<file path="config.mk">
export PLATFORM = sky130hd
export DESIGN_NAME = cbrb_queue
export DESIGN_NICKNAME = d
export VERILOG_FILES = /design/src/hdl/cbrb_pkg.sv /design/src/hdl/cbrb_queue.sv
export SDC_FILE = /design/constraint.sdc
export NUM_CORES = 1
export LEC_CHECK = 0
export ABC_AREA = 1
export BUFFER_PORTS_ARGS = -buffer_cell sky130_fd_sc_hd__buf_4
export CORE_ASPECT_RATIO = 0.5
export CORE_MARGIN = 1
export CORE_UTILIZATION = 52
export CTS_CLUSTER_SIZE = 16
export DETAILED_ROUTE_END_ITERATION = 7
export PLACE_DENSITY = 0.84
export SYNTH_ARGS = -nofsm -noshare
export SYNTH_HDL_FRONTEND = slang
export SYNTH_SLANG_ARGS = --single-unit
</file>
<file path="constraint.sdc">
create_clock -name clk -period 6.8 [get_ports clk]
set_input_delay 0.68 -clock clk [delete_from_list [all_inputs] [get_ports clk]]
set_output_delay 0.68 -clock clk [all_outputs]
set_load 0.02 [all_outputs]
</file>
<file path="src/hdl/cbrb_pkg.sv">
// Shared types and constants for the cell buffer with rectangle blend.
// Depends on nothing; every other file of the block but cbrb_ram imports it.
package cbrb_pkg;

    // Field widths of the input and result beats
    localparam int OP_W      = 2;
    localparam int COORD_W   = 8;
    localparam int COLOR_W   = 32;
    localparam int GLYPH_W   = 21;
    localparam int CHAN_W    = 8;

    // Configuration port
    localparam int CFG_W     = 9;
    localparam int CFG_IDX_W = 2;

    // Linear cell index: (pos_y + row) * stride + pos_x + col fits 18 bits
    localparam int IDX_W     = 18;

    localparam int CELL_CAPACITY_DEFAULT = 4096;
    localparam int QUEUE_DEPTH           = 2;

    // Operation codes
    localparam logic [OP_W-1:0] OP_DRAW = 2'd0;
    localparam logic [OP_W-1:0] OP_PUT  = 2'd1;
    localparam logic [OP_W-1:0] OP_READ = 2'd2;

    // Register indexes
    localparam logic [CFG_IDX_W-1:0] REG_WIDTH  = 2'd0;
    localparam logic [CFG_IDX_W-1:0] REG_HEIGHT = 2'd1;

    localparam logic [CFG_W-1:0] WIDTH_RESET  = 9'd80;
    localparam logic [CFG_W-1:0] HEIGHT_RESET = 9'd25;

    localparam logic [GLYPH_W-1:0] SPACE_GLYPH  = 21'd32;
    localparam logic [CHAN_W-1:0]  ALPHA_OPAQUE = 8'hFF;

    // Classified command handed from front to back
    typedef struct packed {
        logic [OP_W-1:0]    op;
        logic [IDX_W-1:0]   base;
        logic [COORD_W-1:0] rect_w;
        logic [COORD_W-1:0] rect_h;
        logic [COLOR_W-1:0] color;
        logic [GLYPH_W-1:0] glyph;
    } cmd_t;

    // Grid geometry seen by the back end
    typedef struct packed {
        logic [CFG_W-1:0] stride;
        logic [IDX_W-1:0] limit;
    } grid_t;

    // Back end status toward the front
    typedef struct packed {
        logic accepting;
        logic busy;
    } status_t;

endpackage

</file>
<file path="src/hdl/cbrb_queue.sv">
// Short command queue between the front and back ends of the cell buffer.
// Depends on cbrb_pkg for cmd_t and the queue depth.
module cbrb_queue (
    input  logic           clk,
    input  logic           rst_n,
    input  logic           push_valid,
    output logic           push_ready,
    input  cbrb_pkg::cmd_t push_cmd,
    output logic           pop_valid,
    input  logic           pop_ready,
    output cbrb_pkg::cmd_t pop_cmd
);
    import cbrb_pkg::*;

    localparam int PTR_W = (QUEUE_DEPTH > 1) ? $clog2(QUEUE_DEPTH) : 1;
    localparam int CNT_W = $clog2(QUEUE_DEPTH + 1);

    cmd_t             entry_reg [QUEUE_DEPTH];
    logic [PTR_W-1:0] wr_ptr_reg, wr_ptr_next;
    logic [PTR_W-1:0] rd_ptr_reg, rd_ptr_next;
    logic [CNT_W-1:0] count_reg, count_next;
    logic             push, pop;

    assign push_ready = (count_reg != CNT_W'(QUEUE_DEPTH));
    assign pop_valid  = (count_reg != '0);
    assign pop_cmd    = entry_reg[rd_ptr_reg];
    assign push       = push_valid && push_ready;
    assign pop        = pop_valid && pop_ready;

    // Advance pointers and occupancy
    always_comb
    begin
        wr_ptr_next = wr_ptr_reg;
        rd_ptr_next = rd_ptr_reg;
        count_next  = count_reg;
        if (push)
        begin
            wr_ptr_next = (wr_ptr_reg == PTR_W'(QUEUE_DEPTH - 1)) ? '0 : wr_ptr_reg + 1'b1;
        end
        if (pop)
        begin
            rd_ptr_next = (rd_ptr_reg == PTR_W'(QUEUE_DEPTH - 1)) ? '0 : rd_ptr_reg + 1'b1;
        end
        if (push && !pop)
        begin
            count_next = count_reg + 1'b1;
        end
        else if (pop && !push)
        begin
            count_next = count_reg - 1'b1;
        end
    end

    always_ff @(posedge clk or negedge rst_n)
    begin
        if (!rst_n)
        begin
            wr_ptr_reg <= '0;
            rd_ptr_reg <= '0;
            count_reg  <= '0;
        end
        else
        begin
            wr_ptr_reg <= wr_ptr_next;
            rd_ptr_reg <= rd_ptr_next;
            count_reg  <= count_next;
        end
    end

    // Store the pushed beat
    always_ff @(posedge clk)
    begin
        if (push)
        begin
            entry_reg[wr_ptr_reg] <= push_cmd;
        end
    end

endmodule

</file>
==> run metrics <==
run status finished, final reports clean; net count after synthesis 587; Clock Skews 10.8 ps; proportion of synthesized chip area in sequential cells 0.806; Total Nets Final 772; netlist area before placement 6750 µm²; TritonCTS clock tree done; element type at the critical path start flop; Max VDD drop 265 µV; proportion of synthesized area in mux cells 0; CP Capture Type output pin; post-detailed-route via-to-cell ratio a little under 5; number of H-tree levels 4; number of max-cap violations 0; clock slew at the register clock pins of the worst setup and hold paths 60 ps; hold violation total from the final report 0; fin crit period 3100 ps; Final Power 0.00403 W; TNS Setup 0 ps; worst-path fanout max 91; Starting Density 0.552; Final ANT Viol Nets 0; Initial DRT Pass Iterations 4; core footprint approximately 12,000 µm²; Resized cells post-CTS 0; Site Rows 28; mean instance size in the synthesized netlist 13.7 µm²; adder and majority gate portion of the synthesized area 0.00185; die footprint 13,500 µm²; Post-CTS Setup Inserts 0; clk sinks 182; simple-gate share of the synthesized area 0.157; Clock Path Buffers 2; ratio of cells with drive above 1 in the final layout 0.314; portion of the clock cycle consumed by the worst path in the final layout 0.456; number of hold-repair buffers added at the cts stage 0; relative slew slack 0.212; RSZ-0062 raised after global routing no; Setup Viol. Count Final 0; Post-Syn Instances ~500; total congestion overflow after global routing 0; GRT Overall Usage 0.206; #FFs+latches synth 182; warning count from the yosys run 0; arrival time reported for the critical path endpoint between 2000 and 2500 ps; placed wire-length estimate around 8.4 mm; maximum number of pins on one net before global-route repair 92; Final Core Density 0.714; Max Fclk 323 MHz; die extent in y 82.6 µm; parity-gate share of the synthesized area counting xor and xnor cells 0.00259; synthesized-area fraction occupied by ao, oa, aoi and oai cells 0; GPL Wtd Cong 0.758; iteration-0 DRC count of the detailed router 294; clock insertion delay at the later pin of the skew report 410 ps; Leak Pwr between 3 and 4 nW; via count of the first global-routing pass 4,204; type of the worst setup path flop to output pin; Buffers on Ports 183; number of CTS-inserted buffers 17; max FFs per register around 180; IO Pins 184; count of distinct cell types in the synthesized netlist 13; WL/cell 16.0 µm; data required time of the worst path just over 6000 ps; width of the die 163 µm; Layout area overhead 29.2%; initial antenna violation count 0; Least-Margin Pin Slew 1180 ps; wire length after detailed routing 13.6 mm; DRC violation count after routing 0; total via count after detailed routing 4,190; power per standard cell area 462 nW/µm²; antenna diode instance count 0; global-route wire length before repair 20.2 mm; worst min-delay path category input port to asynchronous set/reset pin; largest family of logic cells by synthesized area simple AND/OR/NAND/NOR gates; Root Driver sky130_fd_sc_hd__clkbuf_16; max-slew violations 0
==> worst paths after layout <==
kind                              startpoint               end  slack (ps)  cells after the start
worst max-delay path              rd_ptr_reg       pop_cmd[11]        3700                      4
worst min-delay path                   rst_n      count_reg[0]          50                      1
worst max register to register  count_reg[0]  entry_reg[1][54]        4610                      5
worst min register to register  count_reg[0]      count_reg[0]         520                      1
max in group asynchronous              rst_n        rd_ptr_reg        6620                      1
min in group clk                push_cmd[19]  entry_reg[0][19]         450                      1
==> cell usage in the layout, fill, tap and decap left out, types with 2 or more instances in the layout <==
cell / n
sky130_fd_sc_hd__nand2_1: 277
sky130_fd_sc_hd__buf_4: 185
sky130_fd_sc_hd__edfxtp_1: 178
sky130_fd_sc_hd__clkbuf_16: 17
sky130_fd_sc_hd__inv_1: 6
sky130_fd_sc_hd__clkinv_2: 4
sky130_fd_sc_hd__clkinv_4: 3
sky130_fd_sc_hd__dfrtp_1: 3
sky130_fd_sc_hd__nor2_4: 2
sky130_fd_sc_hd__nand3_1: 2
sky130_fd_sc_hd__clkinv_1: 2
sky130_fd_sc_hd__inv_6: 2
==> where the power goes <==
part | internal, W | switching, W | total (W)
combinational | 0.000523 | 0.000918 | 0.00144
clock | 0.000501 | 0.000395 | 0.000896
sequential | 0.00154 | 0.000149 | 0.00169
total | 0.00256 | 0.00146 | 0.00403
==> critical path: stages, from the launching register on <==
cell and delay, ps:
sky130_fd_sc_hd__dfrtp_4 1090, sky130_fd_sc_hd__inv_8 400, sky130_fd_sc_hd__nand2_1 170, sky130_fd_sc_hd__nand2_1 100
sky130_fd_sc_hd__buf_4 170
==> final cells by class <==
cell class | instances | area, µm²
well taps | 165 | 206
clock inverters | 13 | 109
repair buffers | 185 | 1390
clock buffers | 18 | 429
fillers | 810 | 3500
multi-input cells | 285 | 1110
flip-flops and latches | 182 | 5450
inverters | 7 | 33.8
==> cells by family (layout without fill, tap and decap cells) <==
kind of cell,after synthesis,count (layout)
simple gates,282,282
xor+xnor,2,2
flops,182,182
fa+ha+maj,1,1
buf+inv,26,223
==> per-layer routing <==
layer | up-vias | part of all wire | track usage
met5 | - | 0 | 0
met4 | 0 | 0.018 | 0.0991
met3 | 17 | 0.035 | 0.0415
met2 | 107 | 0.56 | 0.392
met1 | 2043 | 0.39 | 0.226
li1 | 2023 | - | -
==> per-stage QoR <==
step / hold slack (ps) / std cells / area (µm²) / setup slack [ps]
finish: 54.5 / 855 / 8720 / 3700
floorplan: 384 / 493 / 6750 / 1760
CTS: 41.5 / 855 / 8720 / 3700
global placement: 479 / 824 / 8190 / 4190
global route: 28.8 / 855 / 8720 / 3540
detailed placement: 479 / 824 / 8190 / 4150
==> cells in the mapped netlist <==
| cell | n | area [µm²] |
|---|---|---|
| sky130_fd_sc_hd__nand2_1 | 277 | 1040 |
| sky130_fd_sc_hd__dfrtp_1 | 4 | 100 |
| sky130_fd_sc_hd__ha_1 | 1 | 12.5 |
| sky130_fd_sc_hd__inv_8 | 1 | 11.3 |
| sky130_fd_sc_hd__xnor2_1 | 1 | 8.76 |
| sky130_fd_sc_hd__nand4_1 | 1 | 6.26 |
| sky130_fd_sc_hd__xor2_1 | 1 | 8.76 |
| sky130_fd_sc_hd__buf_6 | 10 | 113 |
| sky130_fd_sc_hd__buf_4 | 9 | 67.6 |
| sky130_fd_sc_hd__nor2_1 | 2 | 7.51 |
| sky130_fd_sc_hd__inv_1 | 6 | 22.5 |
| sky130_fd_sc_hd__edfxtp_1 | 178 | 5350 |
| sky130_fd_sc_hd__nand3_1 | 2 | 10.0 |
(Power assumes the default switching activity.)
