## src/hdl/cbrb_pkg.sv

```systemverilog
// Shared types and constants for the cell buffer with rectangle blend.
// Depends on nothing; every other file of the block but cbrb_ram imports it.
package cbrb_pkg;

    // Field widths of the input and result beats
    localparam int OP_W      = 2;
    localparam int COORD_W   = 8;
    localparam int COLOR_W   = 32;
    localparam int GLYPH_W   = 21;
    localparam int CHAN_W    = 8;

    // Configuration port
    localparam int CFG_W     = 9;
    localparam int CFG_IDX_W = 2;

    // Linear cell index: (pos_y + row) * stride + pos_x + col fits 18 bits
    localparam int IDX_W     = 18;

    localparam int CELL_CAPACITY_DEFAULT = 4096;
    localparam int QUEUE_DEPTH           = 2;

    // Operation codes
    localparam logic [OP_W-1:0] OP_DRAW = 2'd0;
    localparam logic [OP_W-1:0] OP_PUT  = 2'd1;
    localparam logic [OP_W-1:0] OP_READ = 2'd2;

    // Register indexes
    localparam logic [CFG_IDX_W-1:0] REG_WIDTH  = 2'd0;
    localparam logic [CFG_IDX_W-1:0] REG_HEIGHT = 2'd1;

    localparam logic [CFG_W-1:0] WIDTH_RESET  = 9'd80;
    localparam logic [CFG_W-1:0] HEIGHT_RESET = 9'd25;

    localparam logic [GLYPH_W-1:0] SPACE_GLYPH  = 21'd32;
    localparam logic [CHAN_W-1:0]  ALPHA_OPAQUE = 8'hFF;

    // Classified command handed from front to back
    typedef struct packed {
        logic [OP_W-1:0]    op;
        logic [IDX_W-1:0]   base;
        logic [COORD_W-1:0] rect_w;
        logic [COORD_W-1:0] rect_h;
        logic [COLOR_W-1:0] color;
        logic [GLYPH_W-1:0] glyph;
    } cmd_t;

    // Grid geometry seen by the back end
    typedef struct packed {
        logic [CFG_W-1:0] stride;
        logic [IDX_W-1:0] limit;
    } grid_t;

    // Back end status toward the front
    typedef struct packed {
        logic accepting;
        logic busy;
    } status_t;

endpackage

```

## src/hdl/cbrb_ifs.sv

```systemverilog
// Channel interfaces of the cell buffer: request, response and configuration.
// Depends on cbrb_pkg for the payload widths.
interface cbrb_req_if;
    import cbrb_pkg::*;
    logic               valid;
    logic               ready;
    logic [OP_W-1:0]    operation;
    logic [COORD_W-1:0] pos_x;
    logic [COORD_W-1:0] pos_y;
    logic [COORD_W-1:0] rect_width;
    logic [COORD_W-1:0] rect_height;
    logic [COLOR_W-1:0] color;
    logic [GLYPH_W-1:0] glyph;

    modport source (output valid, operation, pos_x, pos_y, rect_width, rect_height,
                    color, glyph, input ready);
    modport sink (input valid, operation, pos_x, pos_y, rect_width, rect_height,
                  color, glyph, output ready);
endinterface


interface cbrb_cfg_if;
    import cbrb_pkg::*;
    logic                 valid;
    logic                 ready;
    logic [CFG_IDX_W-1:0] index;
    logic [CFG_W-1:0]     data;

    modport source (output valid, index, data, input ready);
    modport sink (input valid, index, data, output ready);
endinterface

```

## src/hdl/cbrb_front.sv

```systemverilog
// Front end of the cell buffer: configuration registers, cell limit,
// request acceptance, classification and start index. Depends on cbrb_pkg.
module cbrb_front #(
    parameter int CELL_CAPACITY = cbrb_pkg::CELL_CAPACITY_DEFAULT
) (
    input  logic              clk,
    input  logic              rst_n,
    cbrb_cfg_if.sink          cfg,
    cbrb_req_if.sink          req,
    input  cbrb_pkg::status_t status,
    output logic              push_valid,
    input  logic              push_ready,
    output cbrb_pkg::cmd_t    push_cmd,
    output cbrb_pkg::grid_t   grid
);
    import cbrb_pkg::*;

    logic [CFG_W-1:0] width_reg, width_next;
    logic [CFG_W-1:0] height_reg, height_next;
    logic [IDX_W-1:0] limit_reg, limit_next;
    logic [IDX_W-1:0] area;
    logic             keep;

    // Take register writes in every cycle
    assign cfg.ready = 1'b1;

    always_comb
    begin
        width_next  = width_reg;
        height_next = height_reg;
        if (cfg.valid)
        begin
            case (cfg.index)
                REG_WIDTH:  width_next  = cfg.data;
                REG_HEIGHT: height_next = cfg.data;
                default:    ;
            endcase
        end
    end

    // Saturate the grid area at the store size
    assign area       = IDX_W'(width_reg) * IDX_W'(height_reg);
    assign limit_next = (area < IDX_W'(CELL_CAPACITY)) ? area : IDX_W'(CELL_CAPACITY);

    always_ff @(posedge clk or negedge rst_n)
    begin
        if (!rst_n)
        begin
            width_reg  <= WIDTH_RESET;
            height_reg <= HEIGHT_RESET;
            limit_reg  <= '0;
        end
        else
        begin
            width_reg  <= width_next;
            height_reg <= height_next;
            limit_reg  <= limit_next;
        end
    end

    assign grid.stride = width_reg;
    assign grid.limit  = limit_reg;

    // Drop unused codes and empty rectangles; queue the rest
    always_comb
    begin
        case (req.operation)
            OP_DRAW: keep = (req.rect_width != '0) && (req.rect_height != '0);
            OP_PUT:  keep = 1'b1;
            OP_READ: keep = 1'b1;
            default: keep = 1'b0;
        endcase
    end

    assign req.ready  = status.accepting && push_ready;
    assign push_valid = req.valid && status.accepting && keep;

    // Start index of the item: pos_y * stride + pos_x
    assign push_cmd.op     = req.operation;
    assign push_cmd.base   = IDX_W'(req.pos_y) * IDX_W'(width_reg) + IDX_W'(req.pos_x);
    assign push_cmd.rect_w = req.rect_width;
    assign push_cmd.rect_h = req.rect_height;
    assign push_cmd.color  = req.color;
    assign push_cmd.glyph  = req.glyph;

endmodule

```

## src/flat_wrapper.sv

```systemverilog
// flat-port wrapper written by rule: the top's interface ports become plain ports
module cbrb_front_flat import cbrb_pkg::*;
#(
    parameter int CELL_CAPACITY = cbrb_pkg::CELL_CAPACITY_DEFAULT
)
  (clk, rst_n, status, push_valid, push_ready, push_cmd, grid, cfg_valid, cfg_index, cfg_data, cfg_ready, req_valid, req_operation, req_pos_x, req_pos_y, req_rect_width, req_rect_height, req_color, req_glyph, req_ready);
  cbrb_cfg_if cfg_i ();
  cbrb_req_if req_i ();
  input  logic clk;
  input  logic rst_n;
  input  cbrb_pkg::status_t status;
  output logic push_valid;
  input  logic push_ready;
  output cbrb_pkg::cmd_t push_cmd;
  output cbrb_pkg::grid_t grid;
  input wire logic [$bits(cfg_i.valid)-1:0] cfg_valid;
  input wire logic [$bits(cfg_i.index)-1:0] cfg_index;
  input wire logic [$bits(cfg_i.data)-1:0] cfg_data;
  output wire logic [$bits(cfg_i.ready)-1:0] cfg_ready;
  input wire logic [$bits(req_i.valid)-1:0] req_valid;
  input wire logic [$bits(req_i.operation)-1:0] req_operation;
  input wire logic [$bits(req_i.pos_x)-1:0] req_pos_x;
  input wire logic [$bits(req_i.pos_y)-1:0] req_pos_y;
  input wire logic [$bits(req_i.rect_width)-1:0] req_rect_width;
  input wire logic [$bits(req_i.rect_height)-1:0] req_rect_height;
  input wire logic [$bits(req_i.color)-1:0] req_color;
  input wire logic [$bits(req_i.glyph)-1:0] req_glyph;
  output wire logic [$bits(req_i.ready)-1:0] req_ready;
  assign cfg_i.valid = cfg_valid;
  assign cfg_i.index = cfg_index;
  assign cfg_i.data = cfg_data;
  assign cfg_ready = cfg_i.ready;
  assign req_i.valid = req_valid;
  assign req_i.operation = req_operation;
  assign req_i.pos_x = req_pos_x;
  assign req_i.pos_y = req_pos_y;
  assign req_i.rect_width = req_rect_width;
  assign req_i.rect_height = req_rect_height;
  assign req_i.color = req_color;
  assign req_i.glyph = req_glyph;
  assign req_ready = req_i.ready;
  cbrb_front #(.CELL_CAPACITY(CELL_CAPACITY)) u_core (.clk(clk), .rst_n(rst_n), .cfg(cfg_i), .req(req_i), .status(status), .push_valid(push_valid), .push_ready(push_ready), .push_cmd(push_cmd), .grid(grid));
endmodule
```

## config.mk

```make
export PLATFORM = sky130hd
export DESIGN_NAME = cbrb_front_flat
export DESIGN_NICKNAME = d
export VERILOG_FILES = /design/src/hdl/cbrb_pkg.sv /design/src/hdl/cbrb_ifs.sv /design/src/hdl/cbrb_front.sv /design/src/flat_wrapper.sv
export SDC_FILE = /design/constraint.sdc
export NUM_CORES = 1
export LEC_CHECK = 0
export BUFFER_PORTS_ARGS = -buffer_cell sky130_fd_sc_hd__buf_2
export CAP_MARGIN = 20
export CORE_UTILIZATION = 35
export DETAILED_ROUTE_END_ITERATION = 16
export GPL_ROUTABILITY_DRIVEN = 0
export SKIP_CTS_REPAIR_TIMING = 1
export SYNTH_ARGS = -nofsm -noshare
export SYNTH_HDL_FRONTEND = slang
export SYNTH_SLANG_ARGS = --single-unit
```

## constraint.sdc

```tcl
create_clock -name clk -period 13.9 [get_ports clk]
set_clock_uncertainty 0.15 [all_clocks]
set_input_delay 2.78 -clock clk [delete_from_list [all_inputs] [get_ports clk]]
set_output_delay 2.78 -clock clk [all_outputs]
set_load 0.01 [all_outputs]
```

==> impl_metrics.env <==
export IMPL_status="complete, no violations"
export IMPL_netlist_instances=782
export IMPL_fill_cells=2023
export IMPL_synthAdderAreaFrac=0.4271
export IMPL_synth_cell_type_count=51
export IMPL_num_antenna_cells=0
export IMPL_synthMuxAreaShare=0.03159
export IMPL_fin_nets=1103
export IMPL_startpoint_type="input pin"
export IMPL_largest_reg_flops=18
export IMPL_setup_viol=0
export IMPL_yosysWarnings=0
export IMPL_synth_top_family_by_area="adder cells"
export IMPL_synth_yosys_seq_area_share=0.1280
export IMPL_synthArstFlopShare=1.000
export IMPL_cp_max_fo=9
export IMPL_cts_buffers=5
export IMPL_area_growth_pct=6.548
export IMPL_initial_core_util=0.3607
export IMPL_worst_pin_slew_ns=0.8246
export IMPL_tns_ns=0
export IMPL_routed_via_count=5059
export IMPL_synth_edf_count=0
export IMPL_antenna_found_initial=1
export IMPL_max_clock_path_buffers=2
export IMPL_cap_violations=0
export IMPL_placed_cell_area_sq_mm=0.007390
export IMPL_netlist_area_sq_mm=0.007089
export IMPL_grt_pass1_wl_um=24210
export IMPL_htree_levels=2
export IMPL_synthSimpleGateAreaFrac=0.1527
export IMPL_clk_pin_slew_ns=0.05
export IMPL_worstPathRequired_ns=10.97
export IMPL_mostFrequentLayoutCell="inv_1"
export IMPL_synthXorXnorAreaFrac=0.02347
export IMPL_detailedPlacementHpwl_um=11530
export IMPL_grtUsageTotal=0.1453
export IMPL_dr_pass1_iters=4
export IMPL_synth_seq_cells=36
export IMPL_clock_sinks=36
export IMPL_layout_drive_gt1_share=0.2032
export IMPL_synth_compound_area_frac=0.06883
export IMPL_ys_flop_type="dfrtp_1"
export IMPL_hold_viol_final=0
export IMPL_met3_length_um=776
export IMPL_initialDrtViolationCount=192
export IMPL_grt_max_degree=37
export IMPL_grt_overflow=0
export IMPL_period_share=0.7094
export IMPL_ctsRootBufferMaster="clkbuf_16"
export IMPL_rows=51
export IMPL_wl_um=14220
export IMPL_wl_met2_um=6711
export IMPL_ff2ff_setup_slack_ns=8.12
export IMPL_core_area_sq_mm=0.01965
export IMPL_io_pins=224
export IMPL_worstPathArrival_ns=6.93
export IMPL_top_layer="met5"
export IMPL_synth_area_per_cell_sq_um=9.066
export IMPL_hold_class="reg -> reg"
export IMPL_remaining_drc_errors=0
export IMPL_die_area_sq_mm=0.02083
export IMPL_max_freq_mhz=101.4
export IMPL_rsz0062_at_grt="no"
export IMPL_wl_met1_um=6624
export IMPL_grt_pass1_vias=5156
export IMPL_end_kind="output port"
export IMPL_final_cell_mix="inv_1 (149), buf_2 (115), fa_1 (100), nand2_1 (87), ha_1 (82)"
export IMPL_via_per_inst=4.676
export IMPL_dieHeight_um=144.3
export IMPL_port_buffers=115
export IMPL_clock_latency_ns=0.27
export IMPL_period_minus_slack_ns=9.861
export IMPL_ant_nets=0
export IMPL_critPathKind="in -> out"
export IMPL_relSlewSlack=0.4479
export IMPL_tritoncts="built"
export IMPL_final_cell_area_sq_mm=0.007553
export IMPL_routedWlPerCell_um=13.14
export IMPL_maxSlewViolCount=0
export IMPL_die_w_um=144.3
-- routing by layer --
| layer | vias to the layer above | global-route usage |
|---|---|---|
| met4 | 2 | 0.02161 |
| met2 | 140 | 0.2503 |
| met3 | 12 | 0.02119 |
| li1 | 2399 | - |
| met1 | 2506 | 0.1956 |
| met5 | - | 0 |
-- cells in the mapped netlist, drive strengths merged, types with 2 or more instances --
| master | n | area share |
|---|---|---|
| a211o | 2 | 0.0025 |
| a211oi | 5 | 0.0060 |
| a21o | 11 | 0.012 |
| a21oi | 22 | 0.017 |
| a31oi | 3 | 0.0026 |
| and2 | 81 | 0.071 |
| and3 | 2 | 0.0019 |
| buf | 74 | 0.079 |
| clkbuf | 18 | 0.0095 |
| conb | 2 | 0.0011 |
| dfrtp | 31 | 0.11 |
| dfstp | 5 | 0.019 |
| fa | 100 | 0.28 |
| ha | 82 | 0.14 |
| inv | 149 | 0.079 |
| mux2 | 19 | 0.030 |
| nand2 | 87 | 0.046 |
| nand2b | 3 | 0.0026 |
| nand4 | 4 | 0.0044 |
| nor2 | 15 | 0.011 |
| nor3 | 3 | 0.0021 |
| nor4 | 4 | 0.0035 |
| o211ai | 2 | 0.0021 |
| o21a | 4 | 0.0042 |
| o21ai | 13 | 0.0092 |
| o21bai | 4 | 0.0042 |
| o31ai | 2 | 0.0021 |
| or2 | 2 | 0.0018 |
| or4 | 2 | 0.0026 |
| xnor2 | 13 | 0.016 |
| xor2 | 6 | 0.0074 |
-- per-stage QoR --
step           cells    util  setup slack (ns)  hold slack, ns
2_1_floorplan    786       -             4.398          0.4420
3_3_place_gp    1074  0.3760             4.034          0.4617
3_5_place_dp    1074  0.3760             4.038          0.4639
4_1_cts         1082  0.3843             4.022          0.4637
5_1_grt         1082  0.3843             3.772          0.5016
6_report        1082  0.3843             4.039          0.4577
-- cell type report --
class / instances / area [sq um] / share of cell area
Multi-Input combinational cell: 509 / 5016 / 0.6641
Sequential cell: 36 / 907.1 / 0.1201
Timing Repair Buffer: 115 / 575.6 / 0.07620
Inverter: 149 / 559.3 / 0.07404
Tap cell: 265 / 331.6 / 0.04390
Clock buffer: 6 / 128.9 / 0.01706
Clock inverter: 2 / 35.03 / 0.004638
-- path summary, 6_finish.rpt --
| kind | startpoint | cells past startpoint | endpoint |
|---|---|---|---|
| max | req_pos_y[2] | 18 | push_cmd[85] |
| min | u_core.height_reg[0] | 2 | u_core.limit_reg[0] |
| max reg2reg | u_core.width_reg[2] | 16 | u_core.limit_reg[7] |
| min reg2reg | u_core.height_reg[0] | 2 | u_core.limit_reg[0] |
| max in group asynchronous | rst_n | 1 | u_core.height_reg[5] |
| min in group asynchronous | rst_n | 1 | u_core.limit_reg[14] |
-- kinds of logic (layout without fill, tap and decap cells) --
family                   after synthesis  after routing
flip-flops                            36             36
other                                  2              6
AND/OR/NAND/NOR                      208            208
XOR/XNOR                              19             19
AO/OA/AOI/OAI                         74             74
multiplexers                          20             20
buffers and inverters                241            272
adder cells (fa/ha/maj)              182            182
-- critical path, stage by stage --
cell	delay (ns)
buf_2	0.19
nand2_1	0.11
fa_1	0.54
fa_1	0.55
inv_1	0.05
fa_1	0.47
inv_1	0.05
fa_1	0.47
inv_1	0.04
ha_1	0.20
a21oi_1	0.20
o21ai_0	0.23
a21o_1	0.21
a31o_2	0.24
a21o_1	0.17
a21oi_1	0.16
xnor2_1	0.13
buf_2	0.14
Power is not shown: default switching activity piles up to over one toggle a cycle in this logic, so the estimate is an artifact.
